`config.mk`:
```
export PLATFORM = sky130hd
export DESIGN_NAME = vtu_isqrt_pipe
export DESIGN_NICKNAME = d
export VERILOG_FILES = /design/src/vtu_pkg.sv /design/src/vtu_isqrt_pipe.sv
export SDC_FILE = /design/constraint.sdc
export NUM_CORES = 2
export LEC_CHECK = 0
export ABC_CLOCK_PERIOD_IN_PS = 4650
export BUFFER_PORTS_ARGS = -buffer_cell sky130_fd_sc_hd__buf_2
export CORE_ASPECT_RATIO = 1.25
export CORE_MARGIN = 2
export CORE_UTILIZATION = 50
export DETAILED_ROUTE_END_ITERATION = 8
export GPL_TIMING_DRIVEN = 1
export PLACE_DENSITY_LB_ADDON = 0.2
export SKIP_CTS_REPAIR_TIMING = 1
export SYNTH_ARGS = -nofsm -noshare
export SYNTH_HDL_FRONTEND = slang
export SYNTH_SLANG_ARGS = --single-unit
export TNS_END_PERCENT = 5
```
`constraint.sdc`:
```
create_clock -name clk -period 4.65 [get_ports clk]
set_clock_uncertainty 0.05 [all_clocks]
set_input_delay 0.2325 -clock clk [delete_from_list [all_inputs] [get_ports clk]]
set_output_delay 0.2325 -clock clk [all_outputs]
set_load 0.02 [all_outputs]
```
`src/vtu_pkg.sv`:
```
// Shared types and constants of the vertex transform unit.
// Used by the square root unit and the top level.
package vtu_pkg;

  localparam int FIELD_W   = 32;
  localparam int CFG_W     = 64;
  localparam int NUM_REGS  = 8;
  localparam int CFG_IDX_W = 3;
  localparam int SAT_W     = FIELD_W + 1;

  // matrix register indexes on the configuration port
  localparam logic [CFG_IDX_W-1:0] REG_M11_M12 = 3'd0;
  localparam logic [CFG_IDX_W-1:0] REG_M13_M14 = 3'd1;
  localparam logic [CFG_IDX_W-1:0] REG_M21_M22 = 3'd2;
  localparam logic [CFG_IDX_W-1:0] REG_M23_M24 = 3'd3;
  localparam logic [CFG_IDX_W-1:0] REG_M31_M32 = 3'd4;
  localparam logic [CFG_IDX_W-1:0] REG_M33_M34 = 3'd5;
  localparam logic [CFG_IDX_W-1:0] REG_M41_M42 = 3'd6;
  localparam logic [CFG_IDX_W-1:0] REG_M43_M44 = 3'd7;

  // normal is normalized so the largest magnitude lies in [2^29, 2^30)
  localparam int NRM_BITS = 30;
  localparam int NRM_TOP  = NRM_BITS - 1;
  localparam int SQ_W     = 2 * NRM_BITS;
  localparam int SUMSQ_W  = SQ_W + 2;

  // square root: 64-bit radicand, one result bit per stage
  localparam int ISQ_W     = 64;
  localparam int ISQ_STEPS = 32;
  localparam int ROOT_W    = 32;

  typedef struct packed {
    logic signed [FIELD_W-1:0] pos_x;
    logic signed [FIELD_W-1:0] pos_y;
    logic signed [FIELD_W-1:0] pos_z;
    logic signed [FIELD_W-1:0] norm_x;
    logic signed [FIELD_W-1:0] norm_y;
    logic signed [FIELD_W-1:0] norm_z;
    logic signed [FIELD_W-1:0] tex_u;
    logic signed [FIELD_W-1:0] tex_v;
    logic                      last_vertex;
  } vtu_in_t;

  typedef struct packed {
    logic signed [FIELD_W-1:0] out_x;
    logic signed [FIELD_W-1:0] out_y;
    logic signed [FIELD_W-1:0] out_z;
    logic signed [FIELD_W-1:0] out_nx;
    logic signed [FIELD_W-1:0] out_ny;
    logic signed [FIELD_W-1:0] out_nz;
    logic signed [FIELD_W-1:0] out_u;
    logic signed [FIELD_W-1:0] out_v;
    logic                      out_last;
    logic                      w_zero;
    logic                      normal_zero;
    logic                      saturated;
  } vtu_out_t;

endpackage

```
`src/vtu_isqrt_pipe.sv`:
```
// Pipelined integer square root, floor(sqrt(n)), one result bit per stage.
// Uses vtu_pkg widths; the stages are registered and advance on en.
module vtu_isqrt_pipe (
  input  logic                       clk,
  input  logic                       en,
  input  logic [vtu_pkg::ISQ_W-1:0]  n_in,
  output logic [vtu_pkg::ROOT_W-1:0] root
);

  typedef struct packed {
    logic [vtu_pkg::ISQ_W-1:0] num;
    logic [vtu_pkg::ISQ_W-1:0] res;
  } sstep_t;

  function automatic sstep_t sqrt_step(sstep_t s, int k);
    logic [vtu_pkg::ISQ_W-1:0] bitv;
    logic [vtu_pkg::ISQ_W-1:0] trial;
    sstep_t                    o;
    bitv  = vtu_pkg::ISQ_W'(1) << (vtu_pkg::ISQ_W - 2 - 2 * k);
    trial = s.res + bitv;
    o     = s;
    if (s.num >= trial) begin
      o.num = s.num - trial;
      o.res = (s.res >> 1) + bitv;
    end else begin
      o.res = s.res >> 1;
    end
    return o;
  endfunction

  sstep_t head;
  sstep_t st_r [vtu_pkg::ISQ_STEPS];

  always_comb begin
    head.num = n_in;
    head.res = '0;
  end

  always_ff @(posedge clk) begin
    if (en) begin
      st_r[0] <= sqrt_step(head, 0);
      for (int k = 1; k < vtu_pkg::ISQ_STEPS; k++) begin
        st_r[k] <= sqrt_step(st_r[k-1], k);
      end
    end
  end

  assign root = st_r[vtu_pkg::ISQ_STEPS-1].res[vtu_pkg::ROOT_W-1:0];

endmodule

```
; ---- Yosys cells after proc, flatten, opt, wreduce, memory -nomap -nowiden
; Memories as Yosys holds them, arrays and structs flattened.
; Cells that the tools add are included.
[op_classes]
addsub = 94
mul = 0
n_div = 0
order_cmp = 32
eq_ne = 0
shifts = 0
muxes = 130
bitwise_logic = 0
reduce_logical = 0
[op_table]
columns = operator, n
row1 = $mux 64, 127
row2 = $ge 64x64->1, 31
row3 = $sub 64x64->64, 31
row4 = $add 63x1->64 const B, 1
row5 = $add 63x11->64 const B, 1
row6 = $add 63x13->64 const B, 1
row7 = $add 63x15->64 const B, 1
row8 = $add 63x17->64 const B, 1
row9 = $add 63x19->64 const B, 1
row10 = $add 63x21->64 const B, 1
row11 = $add 63x23->64 const B, 1
row12 = $add 63x25->64 const B, 1
row13 = $add 63x27->64 const B, 1
row14 = $add 63x29->64 const B, 1
row15 = $add 63x3->64 const B, 1
row16 = $add 63x31->64 const B, 1
row17 = $add 63x33->64 const B, 1
row18 = $add 63x35->64 const B, 1
row19 = $add 63x37->64 const B, 1
row20 = $add 63x39->64 const B, 1
row21 = $add 63x41->64 const B, 1
row22 = $add 63x43->64 const B, 1
row23 = $add 63x45->64 const B, 1
row24 = $add 63x47->64 const B, 1
row25 = other kinds (45), 46
[totals]
ff_bits = 0
latchBits = 0
mem_bits_rw = 4096
mem_bits_ro = 0
in_bits = 66
elab_cells = 257
n_memories = 1
[mem_list]
columns = name, depth, word_bits, read_ports, rd_clocked_by_memory_dff, wr, line
row1 = st_r, 32, 128, 32, 0, 32, vtu_isqrt_pipe.sv:32  ; sstep_t st_r [vtu_pkg::ISQ_STEPS];

; ---- Depth between registers and ports, before layout
; An unclocked memory read counts as a cell.
[logic_depth]
word_depth = 5
ltp_mapped = 16

; ---- Worst setup path after synthesis
; OpenSTA, ideal clock, no wires.
[synth_timing]
path_type = register -> register
from = memory st_r[1][114] (netlist name)
to = memory st_r[1][228] (netlist name), data pin
setup_time_ps = 262
arrival_ps = 3555
required_time_ps = 4338
setup_slack_ps = 783
stages_incl_launch_ff = 11
path_buffers = 2
synth_period_minus_slack_ps = 3867
path_cell_list = edfxtp_1 -> or4_1 -> or4_1 -> or3_1 -> or3_1 -> or3_1 -> or3_1 -> a211o_1 -> buf_2 -> buf_4 -> mux2_1
[synth_rtl]
columns = item, line
row1 = "start, declared", vtu_isqrt_pipe.sv:32

==> results.py <==
metrics = {
    "finish": {
        "regMostFlops": "st_r",
        "reg.largest.list": "st_r x2512",
        "nets": 10600,
        "areaGrowthSynthToFinish_pct": 11.6,
        "final_area_um2": 135000,
        "largest_reg_flops": 2512,
        "drive_above_1_share": 0.0732,
    },
    "synthesis": {
        "synth.most_common_cell": "edfxtp_1",
        "synthesis.nets": 10200,
        "yosys-top-cells-area": "edfxtp_1, ha_1, xnor2_1",
        "synth_flop_cell": "edfxtp_1",
        "synth_seq_cells": 2512,
        "yosysUniqueCellTypes": 93,
        "async_flop_share": 0,
        "yosysSeqAreaShare": 0.626,
        "synth_top_area_cell": "edfxtp_1",
        "avgSynthCellArea_um2": 12.5,
        "syn-instance-count": 9619,
        "synth_area_um2": 121000,
        "netlist_top_cells_count": "edfxtp_1, inv_1, nor2_1, nand2_1, a21oi_1",
        "yosys_warnings": 0,
        "synth_top_cell_area_share": 0.626,
        "synth_enable_flop_cells": 2512,
    },
    "timing": {
        "fin_crit_sh": 0.945,
        "rsz0062_at_grt": "false",
        "finalMaxSlewViolations": 0,
        "finalSetupViolations": 0,
        "finalHoldViolCount": 0,
        "max_clock_freq_mhz": 228,
        "slew_headroom": 0.126,
        "tns_ns": 0,
        "tightest_slew_ns": 1.30,
        "finalCriticalPeriod_ns": 4.39,
    },
    "worst_setup_path": {
        "reg2reg_to": "st_r[1][1400]",
        "rr_worst_depth": 11,
        "timing.rr.start": "st_r[1][1249]",
        "crit_type": "flop to flop",
        "cp-endpoint": "st_r[1][1400]",
        "cp_data_arrival_time_ns": 4.91,
        "critPathMaxFanout": 12,
        "critPathRequiredTime_ns": 5.17,
        "crit_start": "st_r[1][1249]",
        "cp-end-kind": "flop",
        "cp-start-kind": "flop",
        "ff2ff_setup_slack_ns": 0.26,
    },
    "die": {
        "die_x_um": 443,
        "die_area_um2": 245000,
        "die_height_um": 553,
        "ios": 98,
        "start_util": 0.503,
        "rows": 201,
        "coreArea_um2": 240000,
    },
    "clock_tree": {
        "clock_path_buffers": 4,
        "clock_latency_ns": 0.88,
        "cts_root_buffer": "clkbuf_16",
        "cts.clk_slew.worst_paths_ns": 0.06,
        "cts_sinks": 2512,
        "cts_tree": "done",
        "numCtsBuffers": 267,
        "htreeDepth": 5,
    },
    "power": {
        "p_per_area_nw_per_um2": 496,
        "p_leak_nw": 50.8,
        "ir_worst_vdd_v": 0.000405,
        "finalPower_mw": 66.8,
    },
    "global_route": {
        "grt_max_degree": 162,
        "overflow": 0,
        "grt_pass1_wl_um": 461000,
        "grt_use_total": 0.246,
        "antenna_found_initial": 12,
        "grt_pass1_vias": 75400,
    },
    "detailed_routing": {
        "drc": 0,
        "ant_nets": 0,
        "drt_wl_total_um": 309000,
        "drtPass1Iterations": 6,
        "vias": 77400,
        "routedWlPerCell_um": 23.2,
        "via_per_inst": 5.82,
        "drt_iter0_drc": 6386,
    },
    "job": {
        "max_cap_violations": 0,
    },
    "min_path": {
        "hold_class": "input port to flop",
    },
    "run_status": {
        "status": "finished, final reports clean",
    },
    "placed_design": {
        "place_congestion": 0.935,
        "dp_hpwl_um": 234000,
        "placedInstanceArea_um2": 125000,
        "portBuffers": 97,
    },
}
layout by cell type (no fill, tap or decap), drive strengths merged, types with 109 or more instances in the layout:
cell type	netlist	routed
clkbuf	169	313
nor4	327	327
nand3	161	161
nand2	628	628
nand4	157	157
nor3	274	274
o21ai	448	448
buf	65	211
ha	558	558
nor2	631	631
a21oi	595	595
xor2	395	395
o21a	109	109
xnor2	474	474
inv	709	719
a21o	270	270
edfxtp	2512	2512
cells by family (layout without fill, tap and decap cells):
family	count (synthesis)	after routing	share of synthesized area
AOI/OAI and AO/OA	1848	1848	0.0952
DFF	2512	2512	0.626
xor gates and xnor gates	869	869	0.0631
muxes	102	102	0.00942
adders and majority gates	558	558	0.0579
buffers and inverters	943	1458	0.0307
and+or+nand+nor	2787	2787	0.118
other	0	10	0
layer usage:
layer,global-route usage,wire length [um]
met3,0.0332,16100
met5,0,100
met4,0.0751,9440
met2,0.429,155000
met1,0.319,128000
power by group:
part | internal (mW) | switching, mW
Combinational | 5.78 | 8.27
Sequential | 28.8 | 2.55
Clock | 12.5 | 8.86
stage by stage:
step	utilization	cells	setup WS (ns)	hold WS, ns
6_report	0.561	13300	0.257	0.0309
5_1_grt	0.561	13300	0.0876	0.00165
4_1_cts	0.558	13200	0.256	-0.570
3_5_place_dp	0.522	12700	0.274	0.375
3_3_place_gp	0.522	12700	0.364	0.374
2_1_floorplan	-	9619	0.783	0.281
worst min path at each step:
stage,cells after the start,to,start,slack [ns]
floorplan,0,st_r[0][100],n_in[36],0.28
global placement,1,st_r[0][110],n_in[46],0.37
detailed placement,1,st_r[0][72],n_in[8],0.38
CTS,1,st_r[0][110],n_in[46],-0.57
global route,2,st_r[0][101],n_in[37],0.002
finish,2,st_r[0][107],n_in[43],0.03
layout make-up:
cell class	instances	area [um2]
fill	19800	105000
sequential	2512	75400
multi-input combinational	6164	41500
clock buffer	313	7000
tap	3146	3940
inverter	709	2660
timing repair buffer	277	2250
clock inverter	159	1700
antenna	10	25.0
worst max-delay path, cell delays in order (launching register included):
cell	delay [ns]
edfxtp_1	0.42
ha_1	0.47
and4_1	0.28
or4b_2	0.68
nor3_2	0.35
nand4_1	0.35
and3_1	0.34
nand3_2	0.21
o311a_1	0.31
nand2b_1	0.25
nor4_1	0.30
xor2_1	0.11
(Power assumes the default switching activity.)
